--- config.mk ---
export PLATFORM = sky130hd
export DESIGN_NAME = pqnca_ctrl
export DESIGN_NICKNAME = d
export VERILOG_FILES = /design/src/sv/pqnca_pkg.sv /design/src/sv/pqnca_ctrl.sv
export SDC_FILE = /design/constraint.sdc
export NUM_CORES = 1
export LEC_CHECK = 0
export BUFFER_PORTS_ARGS = -buffer_cell sky130_fd_sc_hd__buf_2
export CORE_MARGIN = 2
export CORE_UTILIZATION = 39
export CTS_CLUSTER_SIZE = 24
export DETAILED_ROUTE_END_ITERATION = 8
export GPL_ROUTABILITY_DRIVEN = 0
export PLACE_DENSITY_LB_ADDON = 0.2
export SYNTH_ARGS = -nofsm -noshare
export SYNTH_HDL_FRONTEND = slang
export SYNTH_SLANG_ARGS = --single-unit
--- constraint.sdc ---
create_clock -name clk -period 3.3 [get_ports clk]
set_clock_uncertainty 0.1 [all_clocks]
set_input_delay 0.66 -clock clk [delete_from_list [all_inputs] [get_ports clk]]
set_output_delay 0.66 -clock clk [all_outputs]
set_load 0.02 [all_outputs]
--- src/sv/pqnca_pkg.sv ---
// ----------------------------------------------------------------------------
// pqnca_pkg
// Types and constants of the product-quantization nearest-center block.
// ----------------------------------------------------------------------------
package pqnca_pkg;

	localparam int NUM_SUB_DEF      = 8;
	localparam int MAX_CLUSTERS_DEF = 1024;
	localparam int MAX_SUB          = 8;

	// fixed table layout: sub*65536 + a*256 + b
	localparam int CODE_BITS  = 8;
	localparam int BANK_AW    = 2 * CODE_BITS;
	localparam int BANK_DEPTH = 1 << BANK_AW;

	localparam logic [10:0] NUM_CLUSTERS_RST = 11'd256;

	// request opcodes
	localparam logic [1:0] OP_LOAD_DIST   = 2'd0;
	localparam logic [1:0] OP_LOAD_CENTER = 2'd1;
	localparam logic [1:0] OP_ASSIGN      = 2'd2;

	typedef struct packed {
		logic [1:0]  op;
		logic [18:0] index;
		logic [31:0] dist_value;
		logic [63:0] point_codes;
		logic [9:0]  prev_label;
	} in_item_t;

	typedef struct packed {
		logic [9:0]  cluster_label;
		logic [34:0] min_distance;
		logic        label_changed;
	} out_item_t;

	typedef struct packed {
		logic wr_dist;
		logic wr_center;
		logic load_query;
		logic issue;
	} dp_cmd_t;

	typedef struct packed {
		logic pipe_busy;
	} dp_stat_t;

endpackage

--- src/sv/pqnca_ctrl.sv ---
// ----------------------------------------------------------------------------
// pqnca_ctrl
// Request sequencer: loads, center sweep, pipeline drain, result strobe.
// ----------------------------------------------------------------------------
module pqnca_ctrl #(
	parameter int MAX_CLUSTERS = pqnca_pkg::MAX_CLUSTERS_DEF,
	localparam int CW = (MAX_CLUSTERS > 1) ? $clog2(MAX_CLUSTERS) : 1
) (
	input  logic                clk,
	input  logic                arst_n,
	input  logic                start,
	input  logic [1:0]          op,
	input  logic [10:0]         num_clusters,
	input  pqnca_pkg::dp_stat_t stat,
	output pqnca_pkg::dp_cmd_t  cmd,
	output logic [CW-1:0]       rd_addr,
	output logic                busy,
	output logic                done
);

	typedef enum logic [3:0] {
		S_IDLE  = 4'b0001,
		S_RUN   = 4'b0010,
		S_DRAIN = 4'b0100,
		S_DONE  = 4'b1000
	} state_t;

	state_t        state_q, state_d;
	logic [CW-1:0] k_q, last_q;
	logic [12:0]   active;
	logic          accept;

	// clamp the center count to 1 .. MAX_CLUSTERS
	always_comb begin
		if (num_clusters == '0)
			active = 13'd1;
		else if (13'(num_clusters) > 13'(MAX_CLUSTERS))
			active = 13'(MAX_CLUSTERS);
		else
			active = 13'(num_clusters);
	end

	assign accept = start && (state_q == S_IDLE);

	always_comb begin
		state_d = state_q;
		case (state_q)
			S_IDLE:  if (accept && op == pqnca_pkg::OP_ASSIGN) state_d = S_RUN;
			S_RUN:   if (k_q == last_q) state_d = S_DRAIN;
			S_DRAIN: if (!stat.pipe_busy) state_d = S_DONE;
			S_DONE:  state_d = S_IDLE;
			default: state_d = S_IDLE;
		endcase
	end

	always_ff @(posedge clk or negedge arst_n) begin
		if (!arst_n) begin
			state_q <= S_IDLE;
			k_q     <= '0;
			last_q  <= '0;
		end else begin
			state_q <= state_d;
			if (accept) begin
				k_q    <= '0;
				last_q <= CW'(active - 13'd1);
			end else if (state_q == S_RUN) begin
				k_q <= k_q + CW'(1);
			end
		end
	end

	always_comb begin
		cmd.wr_dist    = accept && op == pqnca_pkg::OP_LOAD_DIST;
		cmd.wr_center  = accept && op == pqnca_pkg::OP_LOAD_CENTER;
		cmd.load_query = accept && op == pqnca_pkg::OP_ASSIGN;
		cmd.issue      = (state_q == S_RUN);
	end

	assign rd_addr = k_q;
	assign busy    = (state_q != S_IDLE);
	assign done    = (state_q == S_DONE);

endmodule

# Word level (Yosys, flattened, before mapping)
# Cells that the tools add are included.
totals:
  register_bits: 24
  in_bits: 17
  out_inout_bits: 16
  wordCells: 33
classes:
  n_addsub: 2
  magnitude_cmp: 1
  n_eq_ne: 11
  n_mux: 8
  n_reduce_logical: 8
op_table:
  columns: ["operator", "n"]
  rows:
  - ["10-bit two-way mux", 4]
  - ["4-bit two-way mux", 3]
  - ["4-bit case mux with 3 select lines", 1]
  - ["11-bit greater-than comparator (second input constant)", 1]
  - ["11-bit logical NOT", 1]
  - ["10-bit by 1-bit adder with 10-bit output (second input constant)", 1]
  - ["10-bit == test", 1]
  - ["10-bit by 1-bit subtractor with 10-bit output (second input constant)", 1]
  - ["4-bit by 1-bit == test with 1-bit output (second input constant)", 1]
  - ["4-bit by 2-bit == test with 1-bit output (second input constant)", 1]
  - ["4-bit by 3-bit == test with 1-bit output (second input constant)", 1]
  - ["4-bit == test (second input constant)", 1]
  - ["1-bit logical AND", 4]
  - ["2-bit inequality test (second input constant)", 2]
  - ["4-bit by 1-bit inequality test with 1-bit output (second input constant)", 1]
  - ["3-bit AND reduction", 1]
  - ["2-bit by 1-bit == test with 1-bit output (second input constant)", 1]
  - ["2-bit == test (second input constant)", 1]
  - ["2-bit logical NOT", 1]
  - ["2-bit by 1-bit inequality test with 1-bit output (second input constant)", 1]
  - ["2-bit nonzero test", 1]

# Depth between registers and ports, before layout
logic_depth:
  ltp_word: 5
  ltp_mapped: 8
  depth_no_buf: 7

# Worst setup path after synthesis
# OpenSTA, ideal clock, no wires.
synth_timing:
  kind: "register -> output"
  start: "register state_q[0]"
  end: "output cmd[2] (netlist bit)"
  arrival_time_ns: 1.697
  t_required_ns: 2.540
  setup_slack_ns: 0.843
  path_stages_with_launch: 5
  path_buffers: 1
  path_cell_list: "dfstp_2 -> nor4b_2 -> nand2_1 -> clkbuf_1 -> nor3b_1"
synth_rtl:
  columns: ["element", "line_no", "rtl"]
  rows:
  - ["start, declared", "pqnca_ctrl.sv:28", "state_t state_q, state_d;"]
  - ["start signal, assigned", "pqnca_ctrl.sv:62", "state_q <= state_d;"]
  - ["end, declared", "pqnca_ctrl.sv:15", "output pqnca_pkg::dp_cmd_t cmd,"]

==> results.yml <==
logic_synthesis:
  synth.area.top_cells: "dfrtp_1 40%, xnor2_1 9.7%, nor2_1 4.7%, nand2_1 3.9%, nand4_1 3.0%"
  ys.flop_type: "dfrtp_1"
  synth_top_area_share_pct: 39.9
  syn_area_per_cell_um2: 9.19
  yosysSeqAreaShare_pct: 41.7
  syn_area_mm2: 0.00144
  yosysWarnings: 0
  synth_edf_count: 0
  yosysUniqueCellTypes: 43
  synth.ff_latch_count: 24
  synth_nets: 176
  postSynthCellCount: 157
  synth_top_area_cell: "dfrtp_1"
  synthArstFlopShare_pct: 100
route:
  vias: 1251
  drc: 0
  wire_per_inst_um: 12.9
  totalWireLength_um: 3030
  ant_nets: 0
  firstDrtPassIters: 4
  drt_iter0_drc: 34
  viasPerCell: 5.32
floorplanning:
  io_pins: 33
  die_area_mm2: 0.00420
  die_w_um: 64.8
  initial_core_util_pct: 40.0
  fp.dieH_um: 64.8
  row_count: 22
  core_mm2: 0.00361
cts:
  cts_setup_buffers: 0
  cts_tree: "yes"
  cts_sinks: 24
  ctsResizeCount: 0
  hold_buffers: 0
  cts_buffer_depth: 2
  clk_pin_slew_ns: 0.08
  cts-buffers-inserted: 3
  clock_latency_ns: 0.26
  htreeDepth: 1
  cts-root-buf: "clkbuf_8"
timing:
  hold_viol: 0
  fin_crit_sh_pct: 81.2
  worst_slew_pin_slew_ns: 0.691
  tns_ns: 0
  period_needed_ns: 2.68
  timing.fmax_mhz: 373
  final-max-slew-violation-count: 0
  setup_viol: 0
  rsz0062_at_grt: "false"
  relSlewSlack_pct: 54.0
  fin_hold_ws_ns: 0.259
critical_path:
  startpoint_type: "flip-flop"
  slowest_stage: "dfstp_2"
  cp-end-kind: "output pin"
  crit_chain: "nor4b_2 > nand2_1 > nor3b_1 > buf_2"
  r2r_cells: 4
  worstPathArrival_ns: 1.92
  critPathMaxStageDelay_ns: 0.59
  worstSetupPathDepth: 4
  path_buf_inv: 1
  critical_path.max_fanout: 11
  critPathTopFamily: "simple AND/OR/NAND/NOR gates"
  worstSetupPathType: "flip-flop to output pin"
  cp_data_required_time_ns: 2.54
pwr:
  total_leakage_power_nw: 0.719
  design_power_total_mw: 0.610
  vdd_drop_max_mv: 0.129
  powerDensity_mw_per_mm2: 365
global_route:
  gr-total-overflow: 0
  grt_pass1_vias: 1198
  grt_use_total_pct: 16.0
  antenna_found_initial: 0
  grt_pass1_wl_um: 5260
  grt_max_degree: 25
place:
  hpwlAfterDp_um: 2340
  postPlaceCellArea_mm2: 0.00163
  portBuffers: 32
final_layout:
  final_cell_mix: "32 x buf_2, 23 x dfrtp_1, 18 x nor2_1, 16 x xnor2_1, 15 x nand2_1"
  area_delta_synth_final_pct: 16.0
  final_nets: 207
  regArea_um2: 602
  final_cell_area_mm2: 0.00167
  num_antenna_cells: 0
  final_common_cell: "buf_2"
  drive_above_1_share_pct: 25.1
  final_core_util_pct: 46.4
  multi_input_area_um2: 791
  fillCellCount: 347
hold_path:
  hold_path.class: "input pin to asynchronous set/reset pin"
flow_run:
  cap_violations: 0
run_status:
  status: "finished, final reports clean"
-- final timing paths --
path	from	endpoint	slack, ns
max in group asynchronous	arst_n	state_q[0]$_DFFE_PN1P_	2.48
setup reg to reg	state_q[0]$_DFFE_PN1P_	last_q[3]$_DFFE_PN0P_	1.11
hold / removal	arst_n	state_q[3]$_DFFE_PN0P_	0.26
hold reg to reg	last_q[4]$_DFFE_PN0P_	last_q[4]$_DFFE_PN0P_	0.42
min in group clk	last_q[4]$_DFFE_PN0P_	last_q[4]$_DFFE_PN0P_	0.42
setup / recovery	state_q[0]$_DFFE_PN1P_	cmd[2]	0.62
-- flip-flops by register name, summed over array words and instances (netlist names) --
name / cells
state_q: 4
last_q: 10
rd_addr: 10
-- cell families (layout without fill, tap and decap cells) --
logic type,after synthesis,count (layout),synth area share [%]
xor gates and xnor gates,21,21,12.7
buffers and inverters,10,40,3.47
adders and majority gates,2,2,1.73
DFF,24,24,41.7
AOI/OAI and AO/OA,25,25,10.3
muxes,1,1,0.781
and+or+nand+nor,74,74,29.2
-- cell type report --
type                    instances  share of cell area [%]
multi-input cells             123                    47.3
flip-flops and latches         24                    36.0
repair buffers                 32                    9.57
well taps                      48                    3.59
clock buffers                   4                    2.69
inverters                       4                   0.898
-- synthesized netlist by cell type, types with 4 or more instances --
library cell / count
nor2_1: 18
nand2_1: 15
nand4_1: 7
dfrtp_1: 23
xor2_1: 5
and2_1: 4
a21oi_1: 7
xnor2_1: 16
o21ai_1: 6
nand2b_1: 4
-- metal layers --
| layer | wire length (µm) | GRT usage (%) | vias up |
|---|---|---|---|
| li1 | - | - | 621 |
| met1 | 1400 | 19.5 | 591 |
| met2 | 1450 | 27.4 | 33 |
| met3 | 108 | 2.43 | 6 |
| met4 | 66 | 7.98 | 0 |
| met5 | 0 | 0 | - |
-- power by group --
part	internal, mW	switching (mW)
clock network	0.0862	0.0890
registers	0.314	0.0164
logic	0.0454	0.0591
total	0.446	0.164
-- stage by stage --
step / std cells / worst slack, ns
detailed placement: 231 / 0.712
CTS: 235 / 0.586
global placement: 231 / 0.783
global route: 235 / 0.398
floorplan: 157 / 0.843
finish: 235 / 0.621
Note: power is estimated with default switching activity, not from simulation.
